<file path="config.mk">
export PLATFORM = sky130hd
export DESIGN_NAME = vfts_lerp
export DESIGN_NICKNAME = d
export VERILOG_FILES = /design/src/design/vfts_pkg.sv /design/src/design/vfts_lerp.sv
export SDC_FILE = /design/constraint.sdc
export NUM_CORES = 1
export LEC_CHECK = 0
export ABC_AREA = 1
export BUFFER_PORTS_ARGS = -buffer_cell sky130_fd_sc_hd__buf_2
export CORE_MARGIN = 3
export CORE_UTILIZATION = 50
export CTS_BUF_LIST = sky130_fd_sc_hd__clkbuf_2 sky130_fd_sc_hd__clkbuf_4 sky130_fd_sc_hd__clkbuf_8
export DETAILED_ROUTE_END_ITERATION = 10
export PLACE_DENSITY = 0.79
export SLEW_MARGIN = 20
export SYNTH_ARGS = -nofsm -noshare
export SYNTH_HDL_FRONTEND = slang
export SYNTH_SLANG_ARGS = --single-unit
</file>
<file path="constraint.sdc">
create_clock -name clk -period 19.79 [get_ports clk]
set_input_delay 3.958 -clock clk [delete_from_list [all_inputs] [get_ports clk]]
set_output_delay 3.958 -clock clk [all_outputs]
set_load 0.01 [all_outputs]
</file>
<file path="src/design/vfts_pkg.sv">
// ----------------------------------------------------------------------------
// vfts_pkg
// Shared types and constants of the vector field trilinear sampler: field
// widths, transfer payloads, operation and register codes.
// ----------------------------------------------------------------------------
package vfts_pkg;

	localparam int COMP_WIDTH  = 16;
	localparam int FRAC_BITS   = 8;
	localparam int POINT_WIDTH = 16;
	localparam int IDX_W       = 12;
	localparam int GRID_W      = 5;
	// Grid coordinates that are ever used lie below the largest grid size.
	localparam int CRD_W       = GRID_W;
	localparam int CFG_IDX_W   = 2;

	localparam logic OP_LOAD  = 1'b0;
	localparam logic OP_QUERY = 1'b1;

	localparam logic [CFG_IDX_W-1:0] REG_GRID_X = 2'd0;
	localparam logic [CFG_IDX_W-1:0] REG_GRID_Y = 2'd1;
	localparam logic [CFG_IDX_W-1:0] REG_GRID_Z = 2'd2;

	typedef logic [COMP_WIDTH-1:0] comp_t;
	// Index 0 is x, 1 is y, 2 is z.
	typedef logic [2:0][COMP_WIDTH-1:0] vec_t;
	typedef logic [FRAC_BITS-1:0] frac_t;

	typedef struct packed {
		logic                           opcode;
		logic [IDX_W-1:0]               entry_index;
		logic signed [COMP_WIDTH-1:0]   entry_x;
		logic signed [COMP_WIDTH-1:0]   entry_y;
		logic signed [COMP_WIDTH-1:0]   entry_z;
		logic signed [POINT_WIDTH-1:0]  point_x;
		logic signed [POINT_WIDTH-1:0]  point_y;
		logic signed [POINT_WIDTH-1:0]  point_z;
	} in_item_t;

	typedef struct packed {
		logic signed [COMP_WIDTH-1:0] sample_x;
		logic signed [COMP_WIDTH-1:0] sample_y;
		logic signed [COMP_WIDTH-1:0] sample_z;
		logic                         used_nearest;
		logic                         outside_grid;
	} out_item_t;

	typedef struct packed {
		logic  go;
		vec_t  a;
		vec_t  b;
		frac_t w;
	} lerp_req_t;

endpackage

</file>
<file path="src/design/vfts_lerp.sv">
// ----------------------------------------------------------------------------
// vfts_lerp
// Shared three-lane lerp unit. A request is registered with its products;
// the rounded result is valid in the following cycle and holds until the
// next request.
// ----------------------------------------------------------------------------
module vfts_lerp
	import vfts_pkg::*;
(
	input  logic      clk,
	input  lerp_req_t req,
	output vec_t      res
);

	localparam int PW = COMP_WIDTH + FRAC_BITS + 2;
	localparam logic signed [PW:0] HALF = (PW+1)'(1) <<< (FRAC_BITS - 1);

	for (genvar l = 0; l < 3; l++) begin : g_lane
		logic signed [COMP_WIDTH:0] diff;
		logic signed [PW-1:0]       prod;
		logic signed [PW-1:0]       prod_s1;
		comp_t                      a_s1;
		logic signed [PW:0]         rnd;

		// a*(1-w) + b*w equals a + (b-a)*w, and a*S is an exact multiple of S.
		always_comb begin
			diff = (COMP_WIDTH+1)'($signed(req.b[l])) - (COMP_WIDTH+1)'($signed(req.a[l]));
			prod = PW'(diff * $signed({1'b0, req.w}));
		end

		always_ff @(posedge clk) begin
			if (req.go) begin
				prod_s1 <= prod;
				a_s1    <= req.a[l];
			end
		end

		always_comb begin
			rnd = ((PW+1)'(prod_s1) + HALF) >>> FRAC_BITS;
			res[l] = a_s1 + rnd[COMP_WIDTH-1:0];
		end
	end

endmodule

</file>
==> qor.yml, run 1 <==
required_ns: 20.01
synth_edf_count: 99
final_cell_mix: "inv_1 (720), nand2_1 (577), nor2_1 (327)"
cpMostUsedCell: "nand2_1"
cts_sinks: 99
grt_pass1_vias: 19703
synth_warnings: 0
numCtsBuffers: 9
fill_cells: 4213
worst-path-buf-inv: 6
hpwlAfterDp_um: 46350
avgSynthCellArea_um2: 7.569
grt_antenna_before_repair: 2
finalHoldViolCount: 0
rsz0062_at_grt: "no"
path_class: "input pin to flop"
layout_min_cycle_time_ns: 9.408
maxCapViolCount: 0
place_congestion: 0.9484
syn2layout_area_growth_pct: 7.140
ys_ff_latch: 99
worst_pin_slew_ns: 1.056
cts_resized: 0
die_w_um: 219.9
overflow: 0
slowest_stage: "xor2_1"
fin_crit_sh_pct: 47.54
ys_seq_area_share_pct: 13.00
grt_max_degree: 54
die_h_um: 219.9
async_reset_ff_share_pct: 0
drc_errors: 0
port_buffers: 153
ys.flop_type: "edfxtp_1"
synth_cells: 3021
via_per_inst: 5.196
wl_per_cell_um: 15.08
io_pins: 154
cp_max_fo: 5
drtIter0Drc: 1556
cp-start-kind: "input pin"
routed_wirelength_um: 56570
relSlewSlack_pct: 29.52
rows: 77
antenna_left: 0
coreArea_um2: 44700
final_nets: 3796
grt_pass1_wl_um: 93980
status: "complete, no violations"
setup-tns-final_ns: 0
cts.clk_slew.worst_paths_ns: 0.12
htreeDepth: 3
cts_tree: "built"
cts_root_buffer: "clkbuf_8"
critPathTopFamily: "adder cells"
cpPeakStageDelay_ns: 0.52
arrival_ns: 9.63
clk_path_buf_depth: 2
drv_slew: 0
vias: 19494
hp-class: "input pin to flop"
layout-drive-gt1-share_pct: 8.011
max_freq_mhz: 106.3
grt_usage_pct: 24.19
finalSetupViolations: 0
endpoint_kind: "flop"
layout_commonest_cell: "inv_1"
yosysUniqueCellTypes: 53
floorplan.initialDensity_pct: 51.15
drt_first_pass_iters: 6
mappedNetlistArea_um2: 22870
postCtsSetupBuffers: 0
syn_nets: 3664
die_area_um2: 48340
ctsHoldBuffers: 0
==> synthesized netlist by cell type (3+ instances only) <==
cell | n | area share [%]
a21oi_2 | 3 | 0.11
nor2_1 | 327 | 5.4
o21ai_1 | 6 | 0.13
nand2_2 | 17 | 0.47
a21oi_1 | 145 | 3.2
a21o_1 | 18 | 0.59
ha_1 | 225 | 12
a31oi_1 | 4 | 0.11
a21boi_0 | 3 | 0.098
o21bai_1 | 17 | 0.56
clkbuf_1 | 37 | 0.61
nor3_1 | 24 | 0.53
nand3_2 | 4 | 0.18
inv_2 | 6 | 0.098
edfxtp_1 | 99 | 13
inv_1 | 720 | 12
o31ai_1 | 7 | 0.23
or2_2 | 26 | 0.71
nand3_1 | 162 | 3.5
nand2_1 | 577 | 9.5
and3_1 | 4 | 0.11
fa_1 | 312 | 27
nor4_1 | 6 | 0.16
xnor2_1 | 35 | 1.3
nand3b_1 | 8 | 0.26
or2_1 | 14 | 0.38
o21ai_0 | 56 | 1.2
o21a_1 | 7 | 0.23
xnor2_2 | 6 | 0.43
xor2_1 | 102 | 3.9
nand4_1 | 15 | 0.41
==> registers in the layout, indices dropped and copies added (netlist names) <==
register and flops:
g_lane.a_s1 48, g_lane.prod_s1 51
==> cell type report <==
cell class	instances	area, µm²	area share (%)
sequential	99	2973	12.13
tap	592	740.7	3.023
clock inverter	7	86.33	0.3524
multi-input combinational	2154	17010	69.41
antenna	2	5.005	0.02043
clock buffer	9	123.9	0.5056
timing repair buffer	162	835.8	3.411
inverter	727	2729	11.14
==> per-stage QoR <==
| step | cells | hold WS [ns] | area [µm²] | utilization [%] | worst slack, ns |
|---|---|---|---|---|---|
| after global placement | 3734 | 4.151 | 24280 | 54.32 | 10.06 |
| after detailed placement | 3734 | 4.152 | 24280 | 54.32 | 9.957 |
| after global routing | 3751 | 3.654 | 24500 | 54.80 | 9.980 |
| after CTS | 3750 | 3.640 | 24490 | 54.79 | 10.46 |
| final | 3752 | 3.677 | 24500 | 54.81 | 10.38 |
| after floorplan | 3021 | 4.057 | 22870 | - | 10.88 |
==> routing by layer <==
metal	GRT usage, %	up-vias	part of all wire (%)
li1	-	9505	-
met1	31.13	9259	42
met2	42.24	611	49
met3	3.034	117	6.1
met4	8.178	2	2.9
met5	0	-	0.027
==> kinds of logic (layout without fill, tap and decap cells) <==
| group | Yosys count | after routing | share of synthesized area [%] |
|---|---|---|---|
| buf+inv | 768 | 905 | 12.63 |
| other cells | 0 | 2 | 0 |
| compound gates | 279 | 279 | 7.031 |
| fa+ha+maj | 537 | 537 | 39.63 |
| simple gates | 1195 | 1195 | 22.04 |
| xor+xnor | 143 | 143 | 5.674 |
| flops | 99 | 99 | 13.00 |
==> path summary, 6_finish.rpt <==
kind,from,endpoint,slack [ns],cells after the start
worst max-delay path,req[24],g_lane[1].prod_s1[23]$_DFFE_PP_,10.38,26
worst min-delay path,req[84],g_lane[1].a_s1[12]$_DFFE_PP_,3.68,1
Power of run 1 is left out: the tool's default activity adds up to more than one toggle a clock period on the data nets, which glitch-free logic cannot reach.
==> run 2, diff against run 1 <==
--- a/config.mk
+++ b/config.mk
@@ -11,7 +11,7 @@
 export CORE_UTILIZATION = 50
 export CTS_BUF_LIST = sky130_fd_sc_hd__clkbuf_2 sky130_fd_sc_hd__clkbuf_4 sky130_fd_sc_hd__clkbuf_8
 export DETAILED_ROUTE_END_ITERATION = 10
-export PLACE_DENSITY = 0.79
+export PLACE_DENSITY = 0.82
 export SLEW_MARGIN = 20
 export SYNTH_ARGS = -nofsm -noshare
 export SYNTH_HDL_FRONTEND = slang
==> constraint.sdc (replaced) <==
create_clock -name clk -period 8.1 [get_ports clk]
set_input_delay 1.62 -clock clk [delete_from_list [all_inputs] [get_ports clk]]
set_output_delay 1.62 -clock clk [all_outputs]
set_load 0.01 [all_outputs]
==> run 2 against run 1 <==
Setup slack worse by 9.7 ns. Non-clock buffer count increased by 2. Critical endpoint is now g_lane[0].prod_s1[19]$_DFFE_PP_. Global-route usage shrank 0.31 points.
==> qor.yml, run 2 (same netlist as run 1, synthesis figures left out) <==
die_area_um2: 48340  # unchanged
cts_resized: 0  # unchanged
cts_sinks: 99  # unchanged
io_pins: 154  # unchanged
htreeDepth: 3  # unchanged
ctsHoldBuffers: 0  # unchanged
grt_pass1_wl_um: 92630  # was 93980 µm
rows: 77  # unchanged
layout_commonest_cell: "inv_1"  # unchanged
die_w_um: 219.9  # unchanged
fin_crit_sh_pct: 91.11
cts_root_buffer: "clkbuf_8"  # unchanged
reg_top3: "g_lane.prod_s1 x51, g_lane.a_s1 x48"  # unchanged
status: "complete, no violations"  # unchanged
cp-start-kind: "input pin"  # unchanged
vias: 19573  # was 19494
use_met2_pct: 41.95  # was 42.24%
endpoint_kind: "flop"  # unchanged
place_congestion: 0.9344  # was 0.9484
grt_use_met1_pct: 29.86  # was 31.13%
wl_per_cell_um: 15.02  # was 15.08 µm
die_h_um: 219.9  # unchanged
max_freq_mhz: 135.5
layout_min_cycle_time_ns: 7.380
finalSetupViolations: 0  # unchanged
pre_cts_ws_ns: 0.4754  # was 9.957 ns
routed_wirelength_um: 56360  # was 56570 µm
finalHoldViolCount: 0  # unchanged
drc_errors: 0  # unchanged
hold-worst-slack_ns: 1.341  # was 3.677 ns
antenna_left: 0  # unchanged
postCtsSetupBuffers: 0  # unchanged
final_cell_mix: "inv_1 (720), nand2_1 (577), nor2_1 (327)"  # unchanged
path_class: "input pin to flop"  # unchanged
required_ns: 8.31  # was 20.01 ns
coreArea_um2: 44700  # unchanged
setup-tns-final_ns: 0  # unchanged
layout_setup_ws_ns: 0.7205  # was 10.38 ns
final_nets: 3798  # was 3796
rsz0062_at_grt: "no"  # unchanged
cts_tree: "built"  # unchanged
floorplan.initialDensity_pct: 51.15  # unchanged
numCtsBuffers: 9  # unchanged
drt_first_pass_iters: 7  # was 6
worst_pin_slew_ns: 0.9146  # was 1.056 ns
grt_usage_pct: 23.88  # was 24.19%
maxCapViolCount: 0  # unchanged
drtIter0Drc: 1265  # was 1556
grt_pass1_vias: 19506  # was 19703
largest_register: "g_lane.prod_s1"  # unchanged
clk_path_buf_depth: 2  # unchanged
overflow: 0  # unchanged
hpwlAfterDp_um: 46880  # was 46350 µm
via_per_inst: 5.215  # was 5.196
arrival_ns: 7.59  # was 9.63 ns
port_buffers: 153  # unchanged
grt_antenna_before_repair: 0  # was 2
relSlewSlack_pct: 38.46  # was 29.52%
syn2layout_area_growth_pct: 7.354  # was 7.140%
grt_busiest_layer: "met2"  # unchanged
cp_max_fo: 6  # was 5
largest_reg_flops: 51  # unchanged
hp-class: "input pin to flop"  # unchanged
layout-drive-gt1-share_pct: 8.101  # was 8.011%
use_met3_pct: 3.668  # was 3.034%
cts.clk_slew.worst_paths_ns: 0.12  # about the same
grt_max_degree: 54  # unchanged
drv_slew: 0  # unchanged
-- run 2: final timing paths --
path | startpoint | endpoint | slack [ns] | cells past startpoint
max | req[8] | g_lane[0].prod_s1[19]$_DFFE_PP_ | 0.72 | 26
min | req[72] | g_lane[1].a_s1[0]$_DFFE_PP_ | 1.34 | 1
-- run 2: final cells by class --
class / instances / area, µm²
Tap cell: 592 / 740.7
Clock inverter: 5 / 82.58
Fill cell: 4149 / 20150
Antenna cell: 1 / 2.502
Multi-Input combinational cell: 2154 / 17010
Clock buffer: 11 / 138.9
Inverter: 727 / 2729
Timing Repair Buffer: 164 / 875.8
Sequential cell: 99 / 2973
-- run 2: stage by stage --
stage               util, %  instance area [µm²]  instances
finish                54.91                24550       3753
global route          54.91                24550       3752
CTS                   54.91                24550       3752
detailed placement    54.41                24320       3736
global placement      54.41                24320       3736
floorplan                 -                22870       3021
-- run 2: critical path, cell delays in order --
cell	delay, ns
buf_2	0.08
inv_1	0.03
ha_1	0.24
fa_1	0.41
inv_1	0.07
nand2_1	0.05
nand2_1	0.08
nand2_1	0.08
o21bai_1	0.17
xor2_1	0.50
inv_1	0.22
nor2_1	0.18
fa_1	0.46
fa_1	0.50
fa_1	0.49
inv_1	0.05
fa_1	0.47
inv_1	0.04
ha_1	0.37
nand2_1	0.10
nor4_1	0.79
nand2_1	0.15
nand2_1	0.18
nand2_1	0.10
nand3_1	0.08
nand2_1	0.06
-- run 2: metal layers --
layer  vias to the layer above  part of all wire [%]
met4                         0                   3.2
li1                       9506                     -
met3                       111                   6.2
met2                       612                    49
met5                         -                     0
met1                      9344                    42
Power of run 2 is left out for the same reason.
==> run 3, diff against run 2 <==
--- a/config.mk
+++ b/config.mk
@@ -6,12 +6,12 @@
 export NUM_CORES = 1
 export LEC_CHECK = 0
 export ABC_AREA = 1
-export BUFFER_PORTS_ARGS = -buffer_cell sky130_fd_sc_hd__buf_2
 export CORE_MARGIN = 3
 export CORE_UTILIZATION = 50
 export CTS_BUF_LIST = sky130_fd_sc_hd__clkbuf_2 sky130_fd_sc_hd__clkbuf_4 sky130_fd_sc_hd__clkbuf_8
 export DETAILED_ROUTE_END_ITERATION = 10
-export PLACE_DENSITY = 0.82
+export DONT_BUFFER_PORTS = 1
+export PLACE_DENSITY = 0.79
 export SLEW_MARGIN = 20
 export SYNTH_ARGS = -nofsm -noshare
 export SYNTH_HDL_FRONTEND = slang
==> run 3 against run 2 <==
Hold slack got worse by 0.11 ns. Global-route usage fell by 0.33 points. Sequential cell count unchanged. Setup slack gained 0.38 ns. Final cell count down 4.1%. Design area fell by 3.3%. Via count decreased by 2.9%. Largest cell class unchanged. Critical path type unchanged.
==> qor.yml, run 3 (same netlist as run 1, synthesis figures left out) <==
status: "complete, no violations"  # unchanged
die_area_um2: 48340  # unchanged
path_class: "input pin to flop"  # unchanged
hold-worst-slack_ns: 1.232  # was 1.341 ns
clk_path_buf_depth: 2  # unchanged
cp.depth: 23  # was 26
cpPeakStageDelay_ns: 0.70  # was 0.79 ns
hp-class: "input pin to flop"  # unchanged
layout_commonest_cell: "inv_1"  # unchanged
setup-tns-final_ns: 0  # unchanged
path_cells: "inv_1, ha_1, inv_1, fa_1, nand2_1, nand2_1, nand3_1, nand2_1, xnor2_1, or2_2, fa_1, inv_1, fa_1, fa_1, inv_1, fa_1, inv_1, ha_1, nand2_1, nor4_1, nand4_1, nand3_1, xor2_1"
numCtsBuffers: 9  # unchanged
drc_errors: 0  # unchanged
cts_resized: 0  # unchanged
overflow: 0  # unchanged
min_path_cells: 0  # was 1
finalSetupViolations: 0  # unchanged
grt_usage_pct: 23.55  # was 23.88%
syn2layout_area_growth_pct: 3.770  # was 7.354%
endpoint_kind: "flop"  # unchanged
hpwlAfterDp_um: 46010  # was 46880 µm
cp-start-kind: "input pin"  # unchanged
postCtsSetupBuffers: 0  # unchanged
max_freq_mhz: 143.0  # was 135.5 MHz
arrival_ns: 7.22  # was 7.59 ns
htreeDepth: 3  # unchanged
cts.clk_slew.worst_paths_ns: 0.13  # was 0.12 ns
vias: 19011  # was 19573
rows: 77  # unchanged
worst-path-buf-inv: 5  # was 6
final_cell_mix: "inv_1 (720), nand2_1 (577), nor2_1 (327)"  # unchanged
port_buffers: 0  # was 153
critPathTopFamily: "adder cells"  # unchanged
fin_crit_sh_pct: 86.36  # was 91.11%
grt_max_degree: 100  # was 54
ctsHoldBuffers: 0  # unchanged
largest_reg_flops: 51  # unchanged
layout_min_cycle_time_ns: 6.995  # was 7.380 ns
reg_top3: "g_lane.prod_s1 x51, g_lane.a_s1 x48"  # unchanged
largest_register: "g_lane.prod_s1"  # unchanged
cts_sinks: 99  # unchanged
cts_root_buffer: "clkbuf_8"  # unchanged
coreArea_um2: 44700  # unchanged
final_nets: 3645  # was 3798
layout-drive-gt1-share_pct: 3.425  # was 8.101%
rsz0062_at_grt: "no"  # unchanged
floorplan.initialDensity_pct: 51.15  # unchanged
grt_pass1_vias: 19214  # was 19506
required_ns: 8.33  # was 8.31 ns
drv_slew: 0  # unchanged
wl_per_cell_um: 15.44  # was 15.02 µm
cts_tree: "built"  # unchanged
slowest_stage: "xnor2_1"  # was nor4_1
grt_pass1_wl_um: 91290  # was 92630 µm
routed_wirelength_um: 55600  # was 56360 µm
drtIter0Drc: 1417  # was 1265
place_congestion: 0.9342  # was 0.9344
antenna_left: 0  # unchanged
finalHoldViolCount: 0  # unchanged
via_per_inst: 5.281  # was 5.215
cp_max_fo: 8  # was 6
relSlewSlack_pct: 28.85  # was 38.46%
die_w_um: 219.9  # unchanged
worst_pin_slew_ns: 1.066  # was 0.9146 ns
grt_antenna_before_repair: 0  # unchanged
drt_first_pass_iters: 6  # was 7
io_pins: 154  # unchanged
die_h_um: 219.9  # unchanged
maxCapViolCount: 0  # unchanged
## run 3: cell count changes in the layout (fill, tap and decap cells not counted)
| cell | before | now |
|---|---|---|
| buf_2 | 152 | 0 |
| clkinvlp_4 | 0 | 2 |
| clkinv_2 | 1 | 0 |
| clkinv_8 | 0 | 1 |
| inv_6 | 2 | 1 |
| buf_12 | 2 | 0 |
| bufinv_16 | 2 | 0 |
| buf_4 | 10 | 11 |
| inv_8 | 0 | 2 |
| clkbuf_4 | 2 | 0 |
| clkinv_4 | 0 | 1 |
## run 3: final timing paths
kind,from,endpoint
worst max-delay path,req[40],g_lane[2].prod_s1[21]$_DFFE_PP_
worst min-delay path,req[72],g_lane[1].a_s1[0]$_DFFE_PP_
## run 3: stage by stage
step	utilization, %	setup slack (ns)	std cells	cell area (µm²)
floorplan	-	1.532	3021	22870
CTS	53.08	1.224	3599	23730
global route	53.08	0.8379	3599	23730
detailed placement	52.64	0.7303	3583	23530
finish	53.08	1.105	3600	23730
global placement	52.64	0.7738	3583	23530
## run 3: layer usage
| layer | vias up | routed length [µm] | GRT usage, % | share of wire, % |
|---|---|---|---|---|
| met5 | - | 0 | 0 | 0 |
| met4 | 0 | 1697 | 9.036 | 3.1 |
| met3 | 126 | 4363 | 4.137 | 7.8 |
| met2 | 665 | 27110 | 40.72 | 49 |
| met1 | 9008 | 22420 | 29.46 | 40 |
| li1 | 9212 | - | - | - |
## run 3: final cells by class
class | count | area, µm²
diodes | 1 | 2.502
fillers | 4205 | 20970
multi-input cells | 2154 | 17010
well taps | 592 | 740.7
flip-flops and latches | 99 | 2973
clock inverters | 7 | 71.32
inverters | 727 | 2729
clock buffers | 9 | 123.9
repair buffers | 11 | 82.58
Power of run 3 is left out for the same reason.
